## src/hdl/wsd_pkg.sv

```systemverilog
package wsd_pkg;

	localparam int SAMPLE_W   = 10;
	localparam int SCALE_W    = 10;
	localparam int SHAKE_W    = 19;
	localparam int SQ_W       = 19;
	localparam int SUM_W      = 17;
	localparam int SQSUM_W    = 25;
	localparam int WIN_W      = 7;
	localparam int PROD_W     = 32;
	localparam int VAR_W      = 31;
	localparam int SCALE_SQ_W = 20;
	localparam int RAD_W      = 52;
	localparam int ROOT_W     = 26;
	localparam int REM_W      = ROOT_W + 3;
	localparam int ROOT_STEPS = RAD_W / 2;
	localparam int STEP_W     = 5;
	localparam int RECIP_W    = 32;

	localparam logic [SCALE_W-1:0] SCALE_RESET = 10'd200;

	typedef enum logic [2:0] {
		S_IDLE,
		S_SQUARE,
		S_DIFF,
		S_SCALE,
		S_ROOT,
		S_RECIP,
		S_FIX,
		S_EMIT
	} state_t;

	typedef struct packed {
		logic acc_en;
		logic win_close;
		logic sq_en;
		logic diff_en;
		logic scl_en;
		logic root_step;
		logic recip_en;
		logic fix_en;
		logic out_load;
	} cmd_t;

	typedef struct packed {
		logic win_last;
		logic root_last;
		logic out_free;
	} sts_t;

endpackage

```

## src/hdl/wsd_ctrl.sv

```systemverilog
module wsd_ctrl
	import wsd_pkg::*;
(
	input  logic clk,
	input  logic arst_n,
	input  logic sample_valid,
	output logic sample_ready,
	input  sts_t sts,
	output cmd_t cmd
);

	state_t state_q;
	state_t state_d;

	always_ff @(posedge clk or negedge arst_n) begin
		if (!arst_n) begin
			state_q <= S_IDLE;
		end else begin
			state_q <= state_d;
		end
	end

	always_comb begin
		state_d = state_q;
		unique case (state_q)
			S_IDLE: begin
				if (cmd.win_close) begin
					state_d = S_SQUARE;
				end
			end
			S_SQUARE: state_d = S_DIFF;
			S_DIFF:   state_d = S_SCALE;
			S_SCALE:  state_d = S_ROOT;
			S_ROOT: begin
				if (sts.root_last) begin
					state_d = S_RECIP;
				end
			end
			S_RECIP:  state_d = S_FIX;
			S_FIX:    state_d = S_EMIT;
			S_EMIT: begin
				if (sts.out_free) begin
					state_d = S_IDLE;
				end
			end
			default:  state_d = S_IDLE;
		endcase
	end

	// Samples keep flowing while the math runs; only the word that closes a
	// window waits until the math is free to take its sums.
	always_comb begin
		sample_ready  = !(sts.win_last && (state_q != S_IDLE));
		cmd           = '0;
		cmd.acc_en    = sample_valid && sample_ready;
		cmd.win_close = cmd.acc_en && sts.win_last;
		cmd.sq_en     = (state_q == S_SQUARE);
		cmd.diff_en   = (state_q == S_DIFF);
		cmd.scl_en    = (state_q == S_SCALE);
		cmd.root_step = (state_q == S_ROOT);
		cmd.recip_en  = (state_q == S_RECIP);
		cmd.fix_en    = (state_q == S_FIX);
		cmd.out_load  = (state_q == S_EMIT) && sts.out_free;
	end

	a_close_idle: assert property (@(posedge clk) disable iff (!arst_n)
		cmd.win_close |-> state_q == S_IDLE)
		else $error("window closed while math busy");

	a_close_start: assert property (@(posedge clk) disable iff (!arst_n)
		cmd.win_close |=> state_q == S_SQUARE)
		else $error("math did not start after window close");

	a_root_stay: assert property (@(posedge clk) disable iff (!arst_n)
		(state_q == S_ROOT) && !sts.root_last |=> state_q == S_ROOT)
		else $error("root iteration left early");

	a_load_free: assert property (@(posedge clk) disable iff (!arst_n)
		cmd.out_load |-> sts.out_free)
		else $error("result loaded over a pending word");

endmodule

```

## config.mk

```make
export PLATFORM = sky130hd
export DESIGN_NAME = wsd_ctrl
export DESIGN_NICKNAME = d
export VERILOG_FILES = /design/src/hdl/wsd_pkg.sv /design/src/hdl/wsd_ctrl.sv
export SDC_FILE = /design/constraint.sdc
export NUM_CORES = 1
export LEC_CHECK = 0
export ABC_AREA = 0
export BUFFER_PORTS_ARGS = -buffer_cell sky130_fd_sc_hd__buf_4
export CORE_AREA = 2 2 39 41
export CTS_BUF_LIST = sky130_fd_sc_hd__clkbuf_4 sky130_fd_sc_hd__clkbuf_8
export DETAILED_ROUTE_END_ITERATION = 6
export DIE_AREA = 0 0 41 43
export PLACE_DENSITY = 0.46
export SLEW_MARGIN = 20
export SYNTH_ARGS = -nofsm -noshare
export SYNTH_HDL_FRONTEND = slang
export SYNTH_SLANG_ARGS = --single-unit
```

## constraint.sdc

```tcl
create_clock -name clk -period 2.4 [get_ports clk]
set_input_delay 0.24 -clock clk [delete_from_list [all_inputs] [get_ports clk]]
set_output_delay 0.24 -clock clk [all_outputs]
set_load 0.1 [all_outputs]
```

Word-level counts from Yosys, hierarchy flattened
Index checks and enable logic that the tools add are counted.

storage, ports and cells
  register bits = 3
  bits in latches = 0
  RAM bits = 0
  bits in read-only memories = 0
  bits of input ports = 6
  output and inout bits = 10
  word-level logic and storage cells = 23
  memories kept = 0

operators by class
  add/sub/neg operators = 0
  multipliers = 0
  div/mod/pow operators = 0
  order comparisons = 0
  equality and inequality tests = 10
  shift-type cells = 0
  muxes and demuxes = 4
  bitwise gates (word level) = 0
  reduce and logical (&&, ||, !) cells = 8

operator list
  cell                                                 number
  case mux 3 bit (8 select lines)                      1
  equality test 3 bit, second input constant           4
  two-way mux 3 bit                                    3
  equality test 3 x 2 -> 1 bit, second input constant  2
  != test 2 bit, second input constant                 3
  logical AND 1 bit                                    4
  equality test 3 x 1 -> 1 bit, second input constant  1
  logical NOT 3 bit                                    1
  AND reduction 3 bit                                  1
  nonzero test 3 bit                                   1
  logical NOT 1 bit                                    1

Longest topological paths before layout
  word-level depth = 7
  depth in mapped cells = 3
  depth with buffers taken out = 3

Worst setup path before layout
OpenSTA, ideal clock, no wires.

  path type = reg-to-output
  start = reg state_q[2]
  end = out cmd[7] in the netlist's numbering
  data arrival time = 2.873 ns
  required time = 2.160 ns
  slack = -0.713 ns
  stages on the path, launching flop included = 4
  path buffers = 1
  cell sequence = dfrtp_1 > buf_6 > o31ai_2 > and3_1

RTL lines
  item                    line            source
  start, declared         wsd_ctrl.sv:12  state_t state_q;
  start signal, assigned  wsd_ctrl.sv:19  state_q <= state_d;
  end, declared           wsd_ctrl.sv:9   output cmd_t cmd

==> results.toml <==
[status]
outcome = "complete, no violations"

[cells_and_area]
nets = 50
fillers = 143
diodes = 0
drive_gt1_share_pct = 58.1
area_growth_syn_to_layout_pct = 74.3
largestRegisters = "state_q (3)"
regMostFlops = "state_q"
largest_reg_flops = 3

[yosys]
ys_seq_area_share_pct = 32.8
netlist_area_um2 = 229
synthDistinctLibCells = 17
synth_top_area_cell = "dfrtp_1"
synth_top_cell_area_share_pct = 32.8
yosys_warnings = 0
synthArstFlopShare_pct = 100
postSynthCellCount = 24
syn-num-nets = 30
ys_seq_elements = 3
synth_edf_count = 0
avgSynthCellArea_um2 = 9.54
synth_common_cells = "dfrtp_1 (3), nor2_1 (3), a21oi_1 (2), and3b_2 (2), nor3b_1 (2)"
synth.area.top_cells = "dfrtp_1 (33%), and3b_2 (8.7%), nor3b_1 (6.6%)"
ys.flop_type = "dfrtp_1"

[detailed_routing]
wl_um = 512
vias_per_cell = 4.17
wl_per_cell_um = 8.68
drt_pass1_iterations = 2
drtIter0Drc = 1
via_count = 246
antenna_left = 0
drc = 0

[placed_design]
io_buffers = 15
hpwl_um = 396
place_ws_ns = 0.954
gp_congestion = 0.646

[clock_tree]
clock_path_buffers = 2
cts.sinks = 3
path_clk_slew_ns = 0.04
cts_root_buf = "clkbuf_4"
cts_setup_buffers = 0
cts_tree = "built"
numCtsBuffers = 3
clock_latency_ns = 0.23
htree_levels = 1

[worst_setup_path]
reg2regPathDepth = 3
critPathRequiredTime_ns = 2.16
r2r-end = "state_q[0]"
r2r_slack_ns = 1.29
critical_path_class = "flip-flop to primary output"
cp_max_fo = 9
r2r-start = "state_q[2]"
startpoint_type = "flip-flop"
cp.arrival_ns = 1.44
end_kind = "primary output"

[timing]
tightest_slew_ns = 0.373
fin_crit_ns = 1.68
maxSlewViolCount = 0
rsz0062_at_grt = "false"
finalWorstSetupSlack_ns = 0.718
fmax_ghz = 0.594
setup_violations = 0
hold_violations = 0
clock_skew_ns = 0.00297
finalCritPeriodShare_pct = 70.1
slew_headroom_pct = 75.2

[run]
maxCapViolCount = 0

[floorplan]
core-area_um2 = 1380
rows = 14
dieWidth_um = 41
die_h_um = 43
die_area_um2 = 1760
start_util_pct = 16.5
io-pin-count = 16

[global_routing]
overflow = 0
grt_pass1_wl_um = 745
antenna_found_initial = 0
grt_max_degree = 13
grt_usage_pct = 6.34
grt_pass1_vias = 205

[worst_hold_path]
hold_start = "sts[0]"
min-delay-path-class = "input port to flip-flop"
holdPathEnd = "state_q[1]"
whs_path_depth = 3
-- cell type report --
class	count	area, µm²	share of cell area, %
Multi-Input combinational cell	20	151	37.9
Timing Repair Buffer	16	123	30.7
Sequential cell	3	75.1	18.8
Clock buffer	4	30.0	7.52
Tap cell	16	20.0	5.02
-- worst max path at each step --
| stage | cells past startpoint | end | from |
|---|---|---|---|
| 6_report | 3 | cmd[7] | state_q[0] |
| 5_1_grt | 3 | cmd[7] | state_q[0] |
| 4_1_cts | 3 | cmd[7] | state_q[0] |
| 3_5_place_dp | 3 | cmd[7] | state_q[0] |
| 3_3_place_gp | 3 | cmd[7] | state_q[2] |
| 2_1_floorplan | 2 | cmd[5] | state_q[2] |
-- per-stage QoR --
step	setup TNS, ns	area [µm²]	util, %	hold WS (ns)	cells
2_1_floorplan	-1.26	238	-	-0.0556	24
5_1_grt	0	399	28.8	0.331	59
3_5_place_dp	0	359	25.9	0.0300	54
6_report	0	399	28.8	0.308	59
4_1_cts	0	399	28.8	0.309	59
3_3_place_gp	0	359	25.9	0.0306	54
-- cells in the final DEF, fill, tap and decap left out --
cell and count:
buf_4 15, clkbuf_4 4, nor2_1 3, dfrtp_1 3
and3b_2 2, nor3b_1 2, a21oi_1 2, and2_1 1
and2_4 1, nor2b_1 1, o31ai_4 1, and2_2 1
and3_1 1, and3_4 1, nand2b_1 1, nand2_1 1
and3b_1 1, o2bb2ai_1 1, dlygate4sd3_1 1
-- critical path, cell delays in order, from the launching register on --
cell,delay [ns]
dfrtp_1,0.47
o31ai_4,0.29
and3_1,0.18
buf_4,0.28
-- cell families (layout without fill, tap and decap cells) --
| logic type | after synthesis | after routing | share of synthesized area, % |
|---|---|---|---|
| AOI/OAI and AO/OA | 4 | 4 | 13.7 |
| and+or+nand+nor | 16 | 16 | 48.6 |
| buffers and inverters | 1 | 20 | 4.92 |
| DFF | 3 | 3 | 32.8 |
-- what timing repair did --
item | 4_1_cts | 5_1_grt
hold buffers | 1 | 0
hold endpoints to repair | 3 | 0
resized for setup | 0 | 0
-- metal layers --
metal  GRT usage (%)  vias up  share of wire, %
met2            8.13       12                46
met3            4.71        0               9.2
met4            2.00        0                 0
met1            8.12      111                45
li1                -      123                 -
met5               0        -                 0
Power is left out: the tool's default activity adds up to more than one toggle a clock period on the data nets, which glitch-free logic cannot reach.
